==> src/rtl/audio_dma_interface_core_defines.svh <==
// Assertion macros used by the audio DMA interface core.
`ifndef AUDIO_DMA_INTERFACE_CORE_DEFINES_SVH
`define AUDIO_DMA_INTERFACE_CORE_DEFINES_SVH

`ifndef ASSERT_OFF

// Checks that the consequent holds in the same cycle as the antecedent.
`define ADI_ASSERT_IMP(lbl, clk, rstn, ante, cons, msg) \
	lbl: assert property (@(posedge clk) disable iff (!rstn) (ante) |-> (cons)) \
		else $error(msg);

// Checks that the consequent holds in the cycle after the antecedent.
`define ADI_ASSERT_NXT(lbl, clk, rstn, ante, cons, msg) \
	lbl: assert property (@(posedge clk) disable iff (!rstn) (ante) |=> (cons)) \
		else $error(msg);

`else

`define ADI_ASSERT_IMP(lbl, clk, rstn, ante, cons, msg)
`define ADI_ASSERT_NXT(lbl, clk, rstn, ante, cons, msg)

`endif

`endif

==> src/rtl/adi_pkg.sv <==
// Types and constants of the audio DMA interface.
package adi_pkg;

	// Request kinds carried in req_type.
	localparam logic [1:0] REQ_READ  = 2'd0;
	localparam logic [1:0] REQ_WRITE = 2'd1;
	localparam logic [1:0] REQ_TICK  = 2'd2;
	localparam logic [1:0] REQ_DATA  = 2'd3;

	// Register indexes carried in reg_index.
	localparam logic [2:0] REG_ADDR     = 3'd0;
	localparam logic [2:0] REG_LENGTH   = 3'd1;
	localparam logic [2:0] REG_CONTROL  = 3'd2;
	localparam logic [2:0] REG_STATUS   = 3'd3;
	localparam logic [2:0] REG_DAC_RATE = 3'd4;
	localparam logic [2:0] REG_BIT_RATE = 3'd5;

	// Configuration registers, selected by paddr bit 2.
	localparam logic CFG_VIDEO_CLOCK = 1'b0;
	localparam logic CFG_CPU_CLOCK   = 1'b1;

	localparam logic [25:0] VIDEO_CLOCK_RESET = 26'd48681812;
	localparam logic [26:0] CPU_CLOCK_RESET   = 27'd93750000;

	// Buffer queue depth.
	localparam logic [1:0] QUEUE_SLOTS = 2'd2;

	// Width of the shared divider, set by the 27-bit CPU clock and period.
	localparam int DIV_W = 27;

	typedef struct packed {
		logic [1:0]  req_type;
		logic [2:0]  reg_index;
		logic [31:0] write_data;
		logic [31:0] sample_word;
	} req_item_t;

	typedef struct packed {
		logic [31:0]        read_data;
		logic               irq_level;
		logic               fetch_valid;
		logic [22:0]        fetch_addr;
		logic               sample_valid;
		logic signed [15:0] left_sample;
		logic signed [15:0] right_sample;
		logic [26:0]        dac_period;
		logic               bad_address;
	} rsp_item_t;

	typedef struct packed {
		logic busy;
		logic done;
	} div_status_t;

endpackage

==> src/rtl/adi_stream_if.sv <==
// Valid/ready channel that carries one word of a given payload type.
interface adi_stream_if #(
	parameter type payload_t = logic
) ();
	logic     valid;
	logic     ready;
	payload_t payload;

	modport source (output valid, output payload, input ready);
	modport sink (input valid, input payload, output ready);
endinterface

==> src/rtl/adi_divider.sv <==
// Radix-2 restoring divider, one quotient bit per cycle.
module adi_divider import adi_pkg::*; #(
	parameter int W = 27
) (
	input  logic         clk,
	input  logic         arst_n,
	input  logic         start,
	input  logic [W-1:0] dividend,
	input  logic [W-1:0] divisor,
	output logic [W-1:0] quotient,
	output div_status_t  status
);

	localparam int CW = $clog2(W + 1);

	logic [W:0]   rem_q;
	logic [W-1:0] quo_q;
	logic [W-1:0] div_q;
	logic [CW-1:0] cnt_q;
	logic         done_q;

	logic [W:0]   rem_sh;
	logic [W+1:0] diff;

	// Shift in the next dividend bit and trial-subtract the divisor.
	assign rem_sh = {rem_q[W-1:0], quo_q[W-1]};
	assign diff   = {1'b0, rem_sh} - {2'b00, div_q};

	always_ff @(posedge clk or negedge arst_n) begin
		if (!arst_n) begin
			cnt_q  <= '0;
			done_q <= 1'b0;
		end else if (start) begin
			cnt_q  <= CW'(W);
			done_q <= 1'b0;
		end else if (cnt_q != '0) begin
			cnt_q  <= cnt_q - CW'(1);
			done_q <= (cnt_q == CW'(1));
		end else begin
			done_q <= 1'b0;
		end
	end

	// Datapath registers need no reset.
	always_ff @(posedge clk) begin
		if (start) begin
			rem_q <= '0;
			quo_q <= dividend;
			div_q <= divisor;
		end else if (cnt_q != '0) begin
			if (!diff[W+1]) begin
				rem_q <= diff[W:0];
				quo_q <= {quo_q[W-2:0], 1'b1};
			end else begin
				rem_q <= rem_sh;
				quo_q <= {quo_q[W-2:0], 1'b0};
			end
		end
	end

	assign quotient    = quo_q;
	assign status.busy = (cnt_q != '0);
	assign status.done = done_q;

endmodule

==> src/rtl/audio_dma_interface_core.sv <==
// Top level of the audio DMA interface: register file, buffer queue and DAC period sequencer.
//
// Each word on req_ch is one request: a register read, a register write, a sample tick
// or a fetched sample word. Each request gives exactly one word on rsp_ch. Reads, queue
// and control writes, ticks and sample words finish in the cycle they are accepted, so
// one can be taken every cycle while the response register is free or being drained.
// A DAC rate write does not finish on acceptance: the period is worked out by two 27-step
// divisions (video clock over rate plus one, then CPU clock over that frequency) on one
// shared radix-2 divider, and req_ch.ready stays low until the response is loaded.
// The video and CPU clock frequencies are written over the APB port at byte addresses
// 0 and 4 and should only be changed while no request is in flight.
`include "audio_dma_interface_core_defines.svh"

module audio_dma_interface_core import adi_pkg::*; (
	input  logic              clk,
	input  logic              arst_n,
	adi_stream_if.sink        req_ch,
	adi_stream_if.source      rsp_ch,
	input  logic              psel,
	input  logic              penable,
	input  logic              pwrite,
	input  logic [2:0]        paddr,
	input  logic [31:0]       pwdata,
	output logic [31:0]       prdata,
	output logic              pready
);

	typedef enum logic [2:0] {
		S_IDLE,
		S_LOAD,
		S_DIV_FREQ,
		S_DIV_PERIOD,
		S_REPLY
	} state_t;

	state_t state_q;

	req_item_t req_pl;
	rsp_item_t rsp_q;
	rsp_item_t rsp_n;
	rsp_item_t rsp_reply;
	logic      rsp_valid_q;
	logic      out_free;
	logic      req_accept;
	logic      is_dac_write;
	logic      rsp_load;

	// Configuration registers.
	logic [25:0] video_clock_q;
	logic [26:0] cpu_clock_q;

	// Buffer queue and control state.
	logic [23:0] buf_addr_q [2];
	logic [17:0] buf_len_q [2];
	logic [1:0]  buf_count_q;
	logic        dma_en_q;
	logic        carry_q;
	logic [13:0] dac_rate_q;
	logic [26:0] period_q;
	logic [3:0]  bit_rate_q;
	logic        irq_q;

	logic [23:0] buf_addr_n [2];
	logic [17:0] buf_len_n [2];
	logic [1:0]  buf_count_n;
	logic        dma_en_n;
	logic        carry_n;
	logic [13:0] dac_rate_n;
	logic [3:0]  bit_rate_n;
	logic        irq_n;

	// Shared divider.
	logic [DIV_W-1:0] div_dividend;
	logic [DIV_W-1:0] div_divisor;
	logic [DIV_W-1:0] div_quotient;
	logic [DIV_W-1:0] freq;
	logic [14:0]      rate_plus_one;
	logic             div_start;
	div_status_t      div_st;

	assign req_pl       = req_ch.payload;
	assign out_free     = !rsp_valid_q || rsp_ch.ready;
	assign req_ch.ready = (state_q == S_IDLE) && out_free;
	assign req_accept   = req_ch.valid && req_ch.ready;
	assign is_dac_write = (req_pl.req_type == REQ_WRITE) && (req_pl.reg_index == REG_DAC_RATE);
	assign rsp_load     = (req_accept && !is_dac_write) || ((state_q == S_REPLY) && out_free);

	assign rsp_ch.valid   = rsp_valid_q;
	assign rsp_ch.payload = rsp_q;

	// APB configuration port.
	assign pready = 1'b1;

	always_comb begin
		unique case (paddr[2])
			CFG_VIDEO_CLOCK: prdata = {6'b0, video_clock_q};
			CFG_CPU_CLOCK:   prdata = {5'b0, cpu_clock_q};
			default:         prdata = '0;
		endcase
	end

	always_ff @(posedge clk or negedge arst_n) begin
		if (!arst_n) begin
			video_clock_q <= VIDEO_CLOCK_RESET;
			cpu_clock_q   <= CPU_CLOCK_RESET;
		end else if (psel && penable && pwrite && pready) begin
			unique case (paddr[2])
				CFG_VIDEO_CLOCK: video_clock_q <= pwdata[25:0];
				CFG_CPU_CLOCK:   cpu_clock_q   <= pwdata[26:0];
				default:         ;
			endcase
		end
	end

	// Divider operands: frequency first, then period from the clamped frequency.
	assign rate_plus_one = {1'b0, dac_rate_q} + 15'd1;
	assign freq          = (div_quotient == '0) ? DIV_W'(1) : div_quotient;
	assign div_start     = (state_q == S_LOAD) || ((state_q == S_DIV_FREQ) && div_st.done);
	assign div_dividend  = (state_q == S_LOAD) ? {1'b0, video_clock_q} : cpu_clock_q;
	assign div_divisor   = (state_q == S_LOAD) ? {12'b0, rate_plus_one} : freq;

	adi_divider #(
		.W(DIV_W)
	) u_divider (
		.clk      (clk),
		.arst_n   (arst_n),
		.start    (div_start),
		.dividend (div_dividend),
		.divisor  (div_divisor),
		.quotient (div_quotient),
		.status   (div_st)
	);

	// Next queue state, and response word for a request that finishes on acceptance.
	always_comb begin
		logic        can_sample;
		logic        queue_full;
		logic        slot;
		logic [23:0] folded;
		logic [12:0] lo_sum;
		logic [17:0] len_dec;
		logic [31:0] status_word;

		buf_addr_n  = buf_addr_q;
		buf_len_n   = buf_len_q;
		buf_count_n = buf_count_q;
		dma_en_n    = dma_en_q;
		carry_n     = carry_q;
		dac_rate_n  = dac_rate_q;
		bit_rate_n  = bit_rate_q;
		irq_n       = irq_q;
		rsp_n       = '0;

		can_sample = (buf_count_q != 2'd0) && (buf_len_q[0] != '0) && dma_en_q;
		queue_full = (buf_count_q == QUEUE_SLOTS);
		slot       = buf_count_q[0];
		folded     = {buf_addr_q[0][23:13] + {10'b0, carry_q}, buf_addr_q[0][12:0]};
		lo_sum     = folded[12:0] + 13'd4;
		len_dec    = buf_len_q[0] - 18'd4;
		status_word = {queue_full, (buf_count_q != 2'd0), 4'b0, dma_en_q, 1'b1,
			3'b0, 1'b1, 19'b0, queue_full};

		unique case (req_pl.req_type)
			REQ_READ: begin
				rsp_n.read_data = (req_pl.reg_index == REG_STATUS) ? status_word
					: {14'b0, buf_len_q[0]};
			end
			REQ_WRITE: begin
				unique case (req_pl.reg_index)
					REG_ADDR: begin
						if (!queue_full) begin
							buf_addr_n[slot] = {req_pl.write_data[23:3], 3'b0};
						end
					end
					REG_LENGTH: begin
						if (!queue_full) begin
							if (buf_count_q == 2'd0) begin
								irq_n = 1'b1;
							end
							buf_len_n[slot] = {req_pl.write_data[17:3], 3'b0};
							buf_count_n     = buf_count_q + 2'd1;
						end
					end
					REG_CONTROL:  dma_en_n   = req_pl.write_data[0];
					REG_STATUS:   irq_n      = 1'b0;
					REG_DAC_RATE: dac_rate_n = req_pl.write_data[13:0];
					REG_BIT_RATE: bit_rate_n = req_pl.write_data[3:0];
					default:      rsp_n.bad_address = 1'b1;
				endcase
			end
			REQ_TICK: begin
				if (can_sample) begin
					buf_addr_n[0]     = folded;
					carry_n           = 1'b0;
					rsp_n.fetch_valid = 1'b1;
					rsp_n.fetch_addr  = folded[22:0];
				end
			end
			REQ_DATA: begin
				if (can_sample) begin
					rsp_n.sample_valid = 1'b1;
					rsp_n.left_sample  = $signed(req_pl.sample_word[31:16]);
					rsp_n.right_sample = $signed(req_pl.sample_word[15:0]);
					buf_addr_n[0]      = {folded[23:13], lo_sum};
					carry_n            = (lo_sum == '0);
					buf_len_n[0]       = len_dec;
					// End of the current buffer: pop, and promote the next one if queued.
					if (len_dec == '0) begin
						buf_count_n = buf_count_q - 2'd1;
						if (queue_full) begin
							irq_n         = 1'b1;
							buf_addr_n[0] = buf_addr_q[1];
							buf_len_n[0]  = buf_len_q[1];
						end
					end
				end
			end
			default: ;
		endcase

		rsp_n.irq_level  = irq_n;
		rsp_n.dac_period = period_q;
	end

	// Response word that closes a DAC rate write.
	always_comb begin
		rsp_reply            = '0;
		rsp_reply.irq_level  = irq_q;
		rsp_reply.dac_period = period_q;
	end

	// Queue and control registers update when a request is accepted.
	always_ff @(posedge clk or negedge arst_n) begin
		if (!arst_n) begin
			buf_addr_q[0] <= '0;
			buf_addr_q[1] <= '0;
			buf_len_q[0]  <= '0;
			buf_len_q[1]  <= '0;
			buf_count_q   <= '0;
			dma_en_q      <= 1'b0;
			carry_q       <= 1'b0;
			dac_rate_q    <= '0;
			bit_rate_q    <= '0;
			irq_q         <= 1'b0;
		end else if (req_accept) begin
			buf_addr_q  <= buf_addr_n;
			buf_len_q   <= buf_len_n;
			buf_count_q <= buf_count_n;
			dma_en_q    <= dma_en_n;
			carry_q     <= carry_n;
			dac_rate_q  <= dac_rate_n;
			bit_rate_q  <= bit_rate_n;
			irq_q       <= irq_n;
		end
	end

	// Sequencer for DAC rate writes, with the period and the response register.
	always_ff @(posedge clk or negedge arst_n) begin
		if (!arst_n) begin
			state_q     <= S_IDLE;
			period_q    <= '0;
			rsp_valid_q <= 1'b0;
			rsp_q       <= '0;
		end else begin
			unique case (state_q)
				S_IDLE: begin
					if (req_accept && is_dac_write) begin
						state_q <= S_LOAD;
					end
				end
				S_LOAD: state_q <= S_DIV_FREQ;
				S_DIV_FREQ: begin
					if (div_st.done) begin
						state_q <= S_DIV_PERIOD;
					end
				end
				S_DIV_PERIOD: begin
					if (div_st.done) begin
						period_q <= div_quotient;
						state_q  <= S_REPLY;
					end
				end
				S_REPLY: begin
					if (out_free) begin
						state_q <= S_IDLE;
					end
				end
				default: state_q <= S_IDLE;
			endcase

			if (rsp_load) begin
				rsp_valid_q <= 1'b1;
				rsp_q       <= (state_q == S_REPLY) ? rsp_reply : rsp_n;
			end else if (rsp_ch.ready) begin
				rsp_valid_q <= 1'b0;
			end
		end
	end

	// The queue never holds more than two buffers.
	`ADI_ASSERT_IMP(a_count_range, clk, arst_n, 1'b1, buf_count_q != 2'd3, "buffer count above queue depth")

	// No request is taken while a DAC rate write is in progress.
	`ADI_ASSERT_IMP(a_busy_not_ready, clk, arst_n, state_q != S_IDLE, !req_ch.ready, "request accepted while busy")

	// The divider finishes only while the sequencer waits for it.
	`ADI_ASSERT_IMP(a_div_done_state, clk, arst_n, div_st.done, (state_q == S_DIV_FREQ) || (state_q == S_DIV_PERIOD), "divider result outside a division step")

	// A bit rate write lands in the bit rate register.
	`ADI_ASSERT_NXT(a_bit_rate_write, clk, arst_n, req_accept && (req_pl.req_type == REQ_WRITE) && (req_pl.reg_index == REG_BIT_RATE), bit_rate_q == $past(req_pl.write_data[3:0]), "bit rate not stored")

endmodule
==> src/flat_wrapper.sv <==
// flat-port wrapper written by rule: the top's interface ports become plain ports
module audio_dma_interface_core_flat import adi_pkg::*;
  (clk, arst_n, psel, penable, pwrite, paddr, pwdata, prdata, pready, req_ch_valid, req_ch_payload, req_ch_ready, rsp_ch_valid, rsp_ch_payload, rsp_ch_ready);
  adi_stream_if req_ch_i ();
  adi_stream_if rsp_ch_i ();
  input  logic clk;
  input  logic arst_n;
  input  logic psel;
  input  logic penable;
  input  logic pwrite;
  input  logic [2:0] paddr;
  input  logic [31:0] pwdata;
  output logic [31:0] prdata;
  output logic pready;
  input wire logic [$bits(req_ch_i.valid)-1:0] req_ch_valid;
  input wire logic [$bits(req_ch_i.payload)-1:0] req_ch_payload;
  output wire logic [$bits(req_ch_i.ready)-1:0] req_ch_ready;
  output wire logic [$bits(rsp_ch_i.valid)-1:0] rsp_ch_valid;
  output wire logic [$bits(rsp_ch_i.payload)-1:0] rsp_ch_payload;
  input wire logic [$bits(rsp_ch_i.ready)-1:0] rsp_ch_ready;
  assign req_ch_i.valid = req_ch_valid;
  assign req_ch_i.payload = req_ch_payload;
  assign req_ch_ready = req_ch_i.ready;
  assign rsp_ch_valid = rsp_ch_i.valid;
  assign rsp_ch_payload = rsp_ch_i.payload;
  assign rsp_ch_i.ready = rsp_ch_ready;
  audio_dma_interface_core u_core (.clk(clk), .arst_n(arst_n), .req_ch(req_ch_i), .rsp_ch(rsp_ch_i), .psel(psel), .penable(penable), .pwrite(pwrite), .paddr(paddr), .pwdata(pwdata), .prdata(prdata), .pready(pready));
endmodule
==> config.mk <==
export PLATFORM = sky130hd
export DESIGN_NAME = audio_dma_interface_core_flat
export DESIGN_NICKNAME = d
export VERILOG_FILES = /design/src/rtl/adi_pkg.sv /design/src/rtl/adi_stream_if.sv /design/src/rtl/adi_divider.sv /design/src/rtl/audio_dma_interface_core.sv /design/src/flat_wrapper.sv
export VERILOG_INCLUDE_DIRS = /design/src /design/src/rtl
export SDC_FILE = /design/constraint.sdc
export NUM_CORES = 1
export LEC_CHECK = 0
export BUFFER_PORTS_ARGS = -buffer_cell sky130_fd_sc_hd__buf_2
export CORE_MARGIN = 5
export CORE_UTILIZATION = 32
export DETAILED_ROUTE_END_ITERATION = 8
export PLACE_DENSITY_LB_ADDON = 0.12
export SYNTH_ARGS = -nofsm -noshare
export SYNTH_HDL_FRONTEND = slang
export SYNTH_HIERARCHICAL = 1
export SYNTH_SLANG_ARGS = --single-unit
export TNS_END_PERCENT = 1
==> constraint.sdc <==
create_clock -name clk -period 4.5 [get_ports clk]
set_clock_uncertainty 0.15 [all_clocks]
set_input_delay 0.9 -clock clk [delete_from_list [all_inputs] [get_ports clk]]
set_output_delay 0.9 -clock clk [all_outputs]
set_load 0.02 [all_outputs]
==> flow_metrics.py, run 1 <==
metrics = {
    "outcome": {
        "run_status": "complete, no violations",
    },
    "global_route": {
        "grt_pass1_wl_um": 9211,
        "overflow": 0,
        "track_usage": 0.1055,
        "antenna_found_initial": 0,
        "grt_pass1_vias": 1906,
        "grt_max_degree": 42,
    },
    "layout": {
        "insertedDiodeCount": 0,
        "layout-drive-gt1-share": 0.6898,
        "final_common_cell": "mux2_2",
        "syn2layout_area_growth_pct": 20.60,
        "instances_no_fill": 382,
        "final_cell_mix": "mux2_2, buf_2, dfrtp_1",
        "stdcell_area_mm2": 0.003516,
        "final_util": 0.3993,
        "nets": 315,
    },
    "setup_path": {
        "critPathKind": "in2out",
        "arrival_ns": 2.10,
        "crit_family": "buffers and inverters",
        "endpoint_kind": "output pin",
        "crit_chain": "buf_2 -> mux2_2 -> buf_2",
        "crit_path_start_kind": "primary input",
        "critPathSlowestCell": "buf_2",
        "cp.required_ns": 3.45,
        "cpPeakStageDelay_ns": 0.61,
        "crit_top_cell": "buf_2",
        "crit_fanout": 29,
        "critPathBufInv": 2,
    },
    "clock_network": {
        "cts.clk_slew.worst_paths_ns": 0.07,
        "cts_tree": "yes",
        "cts_setup_buffers": 0,
        "cts-root-buf": "clkbuf_8",
        "clk_latency_ns": 0.33,
        "cts_max_level": 3,
        "cts-buffers-inserted": 9,
        "cts_resized": 0,
        "cts_hold_buf": 0,
        "cts_sinks": 63,
        "clk_path_buf_depth": 2,
    },
    "power": {
        "p_leak_nw": 1.618,
        "p_per_area_mw_per_mm2": 476.9,
        "p_total_mw": 1.677,
        "peakVddDrop_mv": 0.1460,
    },
    "placed_design": {
        "placed_area_mm2": 0.003282,
        "dpl.cell_count": 366,
        "io_buffers": 63,
        "gp_congestion": 0.7112,
        "hpwl_um": 3662,
    },
    "floorplan": {
        "num_io_pins": 79,
        "dieArea_mm2": 0.01112,
        "die_y_um": 105.4,
        "start_util": 0.3311,
        "num_rows": 34,
        "die-width_um": 105.4,
        "coreArea_mm2": 0.008806,
    },
    "sta": {
        "final_hold_viol_count": 0,
        "report.final.slew_viol_count": 0,
        "relSlewSlack": 0.3832,
        "min_period_over_period": 0.6997,
        "finalSetupViolCount": 0,
        "fmax_mhz": 317.6,
        "final.min_clock_period_ns": 3.149,
        "tightestPinTransition_ns": 0.9252,
        "rsz0062_at_grt": "false",
        "tns_ns": 0,
    },
    "route": {
        "wire_per_inst_um": 14.88,
        "drtAntennaViolNets": 0,
        "routed-via-count": 1764,
        "drc_errors": 0,
        "via_per_inst": 4.618,
        "dr.first_iter.drc_count": 39,
        "drt_first_pass_iters": 2,
        "drt-total-wl_um": 5684,
    },
    "logic_synthesis": {
        "yosysWarnings": 6,
        "synth.avg_cell_area_um2": 13.95,
        "synth_cells": 209,
        "mappedNetlistArea_mm2": 0.002915,
    },
    "min_path": {
        "hp-class": "reg2reg",
    },
    "flow_run": {
        "drv_cap": 0,
    },
}
==> registers in the layout, summed over array words and instances, names as in the netlist <==
name,flops
u_core/u_divider/cnt_q,5
u_core/state_q,3
u_core/u_divider/done_q,1
u_core/rsp_ch.valid,1
u_core/cpu_clock_q,27
u_core/video_clock_q,26
==> cell type report <==
| type | instances | area (um2) |
|---|---|---|
| Sequential cell | 63 | 1609 |
| Multi-Input combinational cell | 126 | 1189 |
| Clock inverter | 3 | 65.06 |
| Inverter | 3 | 11.26 |
| Tap cell | 108 | 135.1 |
| Clock buffer | 13 | 168.9 |
| Fill cell | 855 | 5290 |
| Timing Repair Buffer | 66 | 337.8 |
==> per-stage QoR <==
stage / hold slack [ns] / setup slack, ns
6_report: 0.3536 / 1.351
5_1_grt: 0.3744 / 1.271
2_1_floorplan: 0.3237 / 1.787
3_5_place_dp: 0.3392 / 1.324
3_3_place_gp: 0.3319 / 1.338
4_1_cts: 0.3554 / 1.328
==> power by group <==
group	switching, mW	internal, mW
Combinational	0.177	0.176
Sequential	0.0450	0.708
Clock	0.213	0.357
Total	0.435	1.24
==> path summary, 6_finish.rpt <==
kind                                                      start                                   end  slack [ns]  depth (start not counted)
min in group asynchronous                                arst_n     u_core/cpu_clock_q[3]$_DFFE_PN0P_        0.56                          1
max                                                    paddr[2]                            prdata[19]        1.35                          3
min reg2reg                u_core/video_clock_q[10]$_DFFE_PN0P_  u_core/video_clock_q[10]$_DFFE_PN0P_        0.35                          1
max in group asynchronous                                arst_n    u_core/cpu_clock_q[26]$_DFFE_PN1P_        2.74                          2
min                        u_core/video_clock_q[10]$_DFFE_PN0P_  u_core/video_clock_q[10]$_DFFE_PN0P_        0.35                          1
max reg2reg                       u_core/state_q[0]$_DFFE_PN0P_     u_core/u_divider/done_q$_DFF_PN0_        2.84                          4
==> per-layer routing <==
metal	global-route usage	wire, um	vias to the layer above
li1	-	-	830
met1	0.1388	2678	869
met2	0.1557	2555	54
met3	0.02995	318	11
met4	0.05904	131	0
met5	0	0	-
No activity file was read; power rests on OpenSTA's default activity.
==> run 2: changes to the inputs <==
clock period = 2.6 ns   (was 4.5 ns; I/O delays follow)
==> flow_metrics.py, run 2 (synthesis gave the netlist of run 1 again) <==
metrics = {
    "sta": {
        "min_period_over_period": 0.8528,
        "fmax_mhz": 451.0,
        "rsz0062_at_grt": "false",
        "finalSetupViolCount": 0,
        "hold-worst-slack_ns": 0.04889,
        "final_hold_viol_count": 0,
        "final.min_clock_period_ns": 2.217,
        "report.final.slew_viol_count": 0,
        "tns_ns": 0,
    },
    "layout": {
        "nets": 317,
        "reg_top3": "u_core/cpu_clock_q x27, u_core/video_clock_q x26, u_core/u_divider/cnt_q x5",
        "syn2layout_area_growth_pct": 22.15,
        "instances_no_fill": 384,
        "insertedDiodeCount": 0,
        "top_register": "u_core/cpu_clock_q",
        "layout-drive-gt1-share": 0.6848,
        "final_cell_mix": "mux2_2, buf_2, dfrtp_1",
        "final_util": 0.4044,
        "largest_reg_flops": 27,
        "fillers": 862,
        "final_common_cell": "mux2_2",
        "stdcell_area_mm2": 0.003561,
    },
    "clock_network": {
        "cts_hold_buf": 0,
        "cts_tree": "yes",
        "cts_sinks": 63,
        "cts-root-buf": "clkbuf_8",
        "cts.clk_slew.worst_paths_ns": 0.07,
        "cts_max_level": 3,
        "cts-buffers-inserted": 9,
        "cts_resized": 0,
        "clk_path_buf_depth": 2,
        "clk_latency_ns": 0.33,
        "cts_setup_buffers": 0,
    },
    "flow_run": {
        "drv_cap": 0,
    },
    "floorplan": {
        "die-width_um": 105.4,
        "num_rows": 34,
        "die_y_um": 105.4,
        "start_util": 0.3311,
        "dieArea_mm2": 0.01112,
        "num_io_pins": 79,
        "coreArea_mm2": 0.008806,
    },
    "route": {
        "drc_errors": 0,
        "dr.first_iter.drc_count": 40,
        "drt_first_pass_iters": 4,
        "drt-total-wl_um": 5666,
        "via_per_inst": 4.555,
        "routed-via-count": 1749,
        "wire_per_inst_um": 14.76,
        "drtAntennaViolNets": 0,
    },
    "setup_path": {
        "crit_family": "buffers and inverters",
        "ff2ff_path_depth": 4,
        "crit_chain": "buf_2 -> buf_12 -> mux2_2 -> buf_2",
        "cpPeakStageDelay_ns": 0.36,
        "critPathBufInv": 3,
        "r2r_slack_ns": 0.98,
        "crit_path_start_kind": "primary input",
        "crit_top_cell": "buf_2",
        "cp.required_ns": 1.93,
        "arrival_ns": 1.55,
        "critPathKind": "in2out",
        "critPathSlowestCell": "mux2_2",
        "r2r-end": "u_core/u_divider/done_q$_DFF_PN0_",
        "timing.rr.start": "u_core/state_q[0]$_DFFE_PN0P_",
        "endpoint_kind": "output pin",
        "crit_fanout": 19,
    },
    "min_path": {
        "hp-class": "in2async",
    },
    "placed_design": {
        "io_buffers": 63,
        "hpwl_um": 3810,
        "dpl.cell_count": 368,
        "placed_area_mm2": 0.003322,
        "gp_congestion": 0.7292,
    },
    "outcome": {
        "run_status": "complete, no violations",
    },
    "power": {
        "p_per_area_mw_per_mm2": 826.0,
        "p_leak_nw": 1.636,
        "peakVddDrop_mv": 0.2456,
    },
    "global_route": {
        "antenna_found_initial": 0,
        "grt_pass1_vias": 1946,
        "grt_max_degree": 36,
        "grt_pass1_wl_um": 9660,
        "track_usage": 0.1107,
        "overflow": 0,
    },
}
## run 2: layout make-up
class / count / area, um2 / area share
clock buffer: 13 / 148.9 / 0.04181
timing repair buffer: 68 / 377.9 / 0.1061
sequential: 63 / 1609 / 0.4519
multi-input combinational: 126 / 1189 / 0.3338
clock inverter: 3 / 90.09 / 0.02530
tap: 108 / 135.1 / 0.03795
inverter: 3 / 11.26 / 0.003162
## run 2: worst max path at each step
| stage | start | endpoint | depth (start not counted) | slack (ns) |
|---|---|---|---|---|
| global route | paddr[2] | prdata[6] | 4 | 0.32 |
| finish | paddr[2] | prdata[22] | 4 | 0.38 |
| detailed placement | paddr[2] | prdata[6] | 4 | 0.35 |
| floorplan | paddr[2] | prdata[10] | 3 | 0.65 |
| CTS | paddr[2] | prdata[6] | 4 | 0.35 |
| global placement | paddr[2] | prdata[18] | 4 | 0.35 |
## run 2: through the flow
stage               setup slack [ns]  power [mW]
floorplan                     0.6469       1.743
global placement              0.3546       1.937
detailed placement            0.3475       1.950
CTS                           0.3450       3.003
global route                  0.3171       3.112
finish                        0.3828       2.941
## run 2: routing by layer
metal | track usage | share of wire
met4 | 0.05342 | 0.019
met1 | 0.1455 | 0.48
met5 | 0 | 0
met2 | 0.1626 | 0.45
met3 | 0.03851 | 0.056
## run 2: power breakdown
part	leakage, nW	switching (mW)	internal (mW)
clock	0.118	0.357	0.665
sequential	0.734	0.0772	1.23
combinational	0.785	0.306	0.310
total	1.64	0.740	2.20
## run 2: worst register-to-register path, cell delays in order (launching register included)
cell and delay (ns):
dfrtp_1 0.44, mux2_2 0.36, nor2_1 0.30, nor2_1 0.08, and3_1 0.18
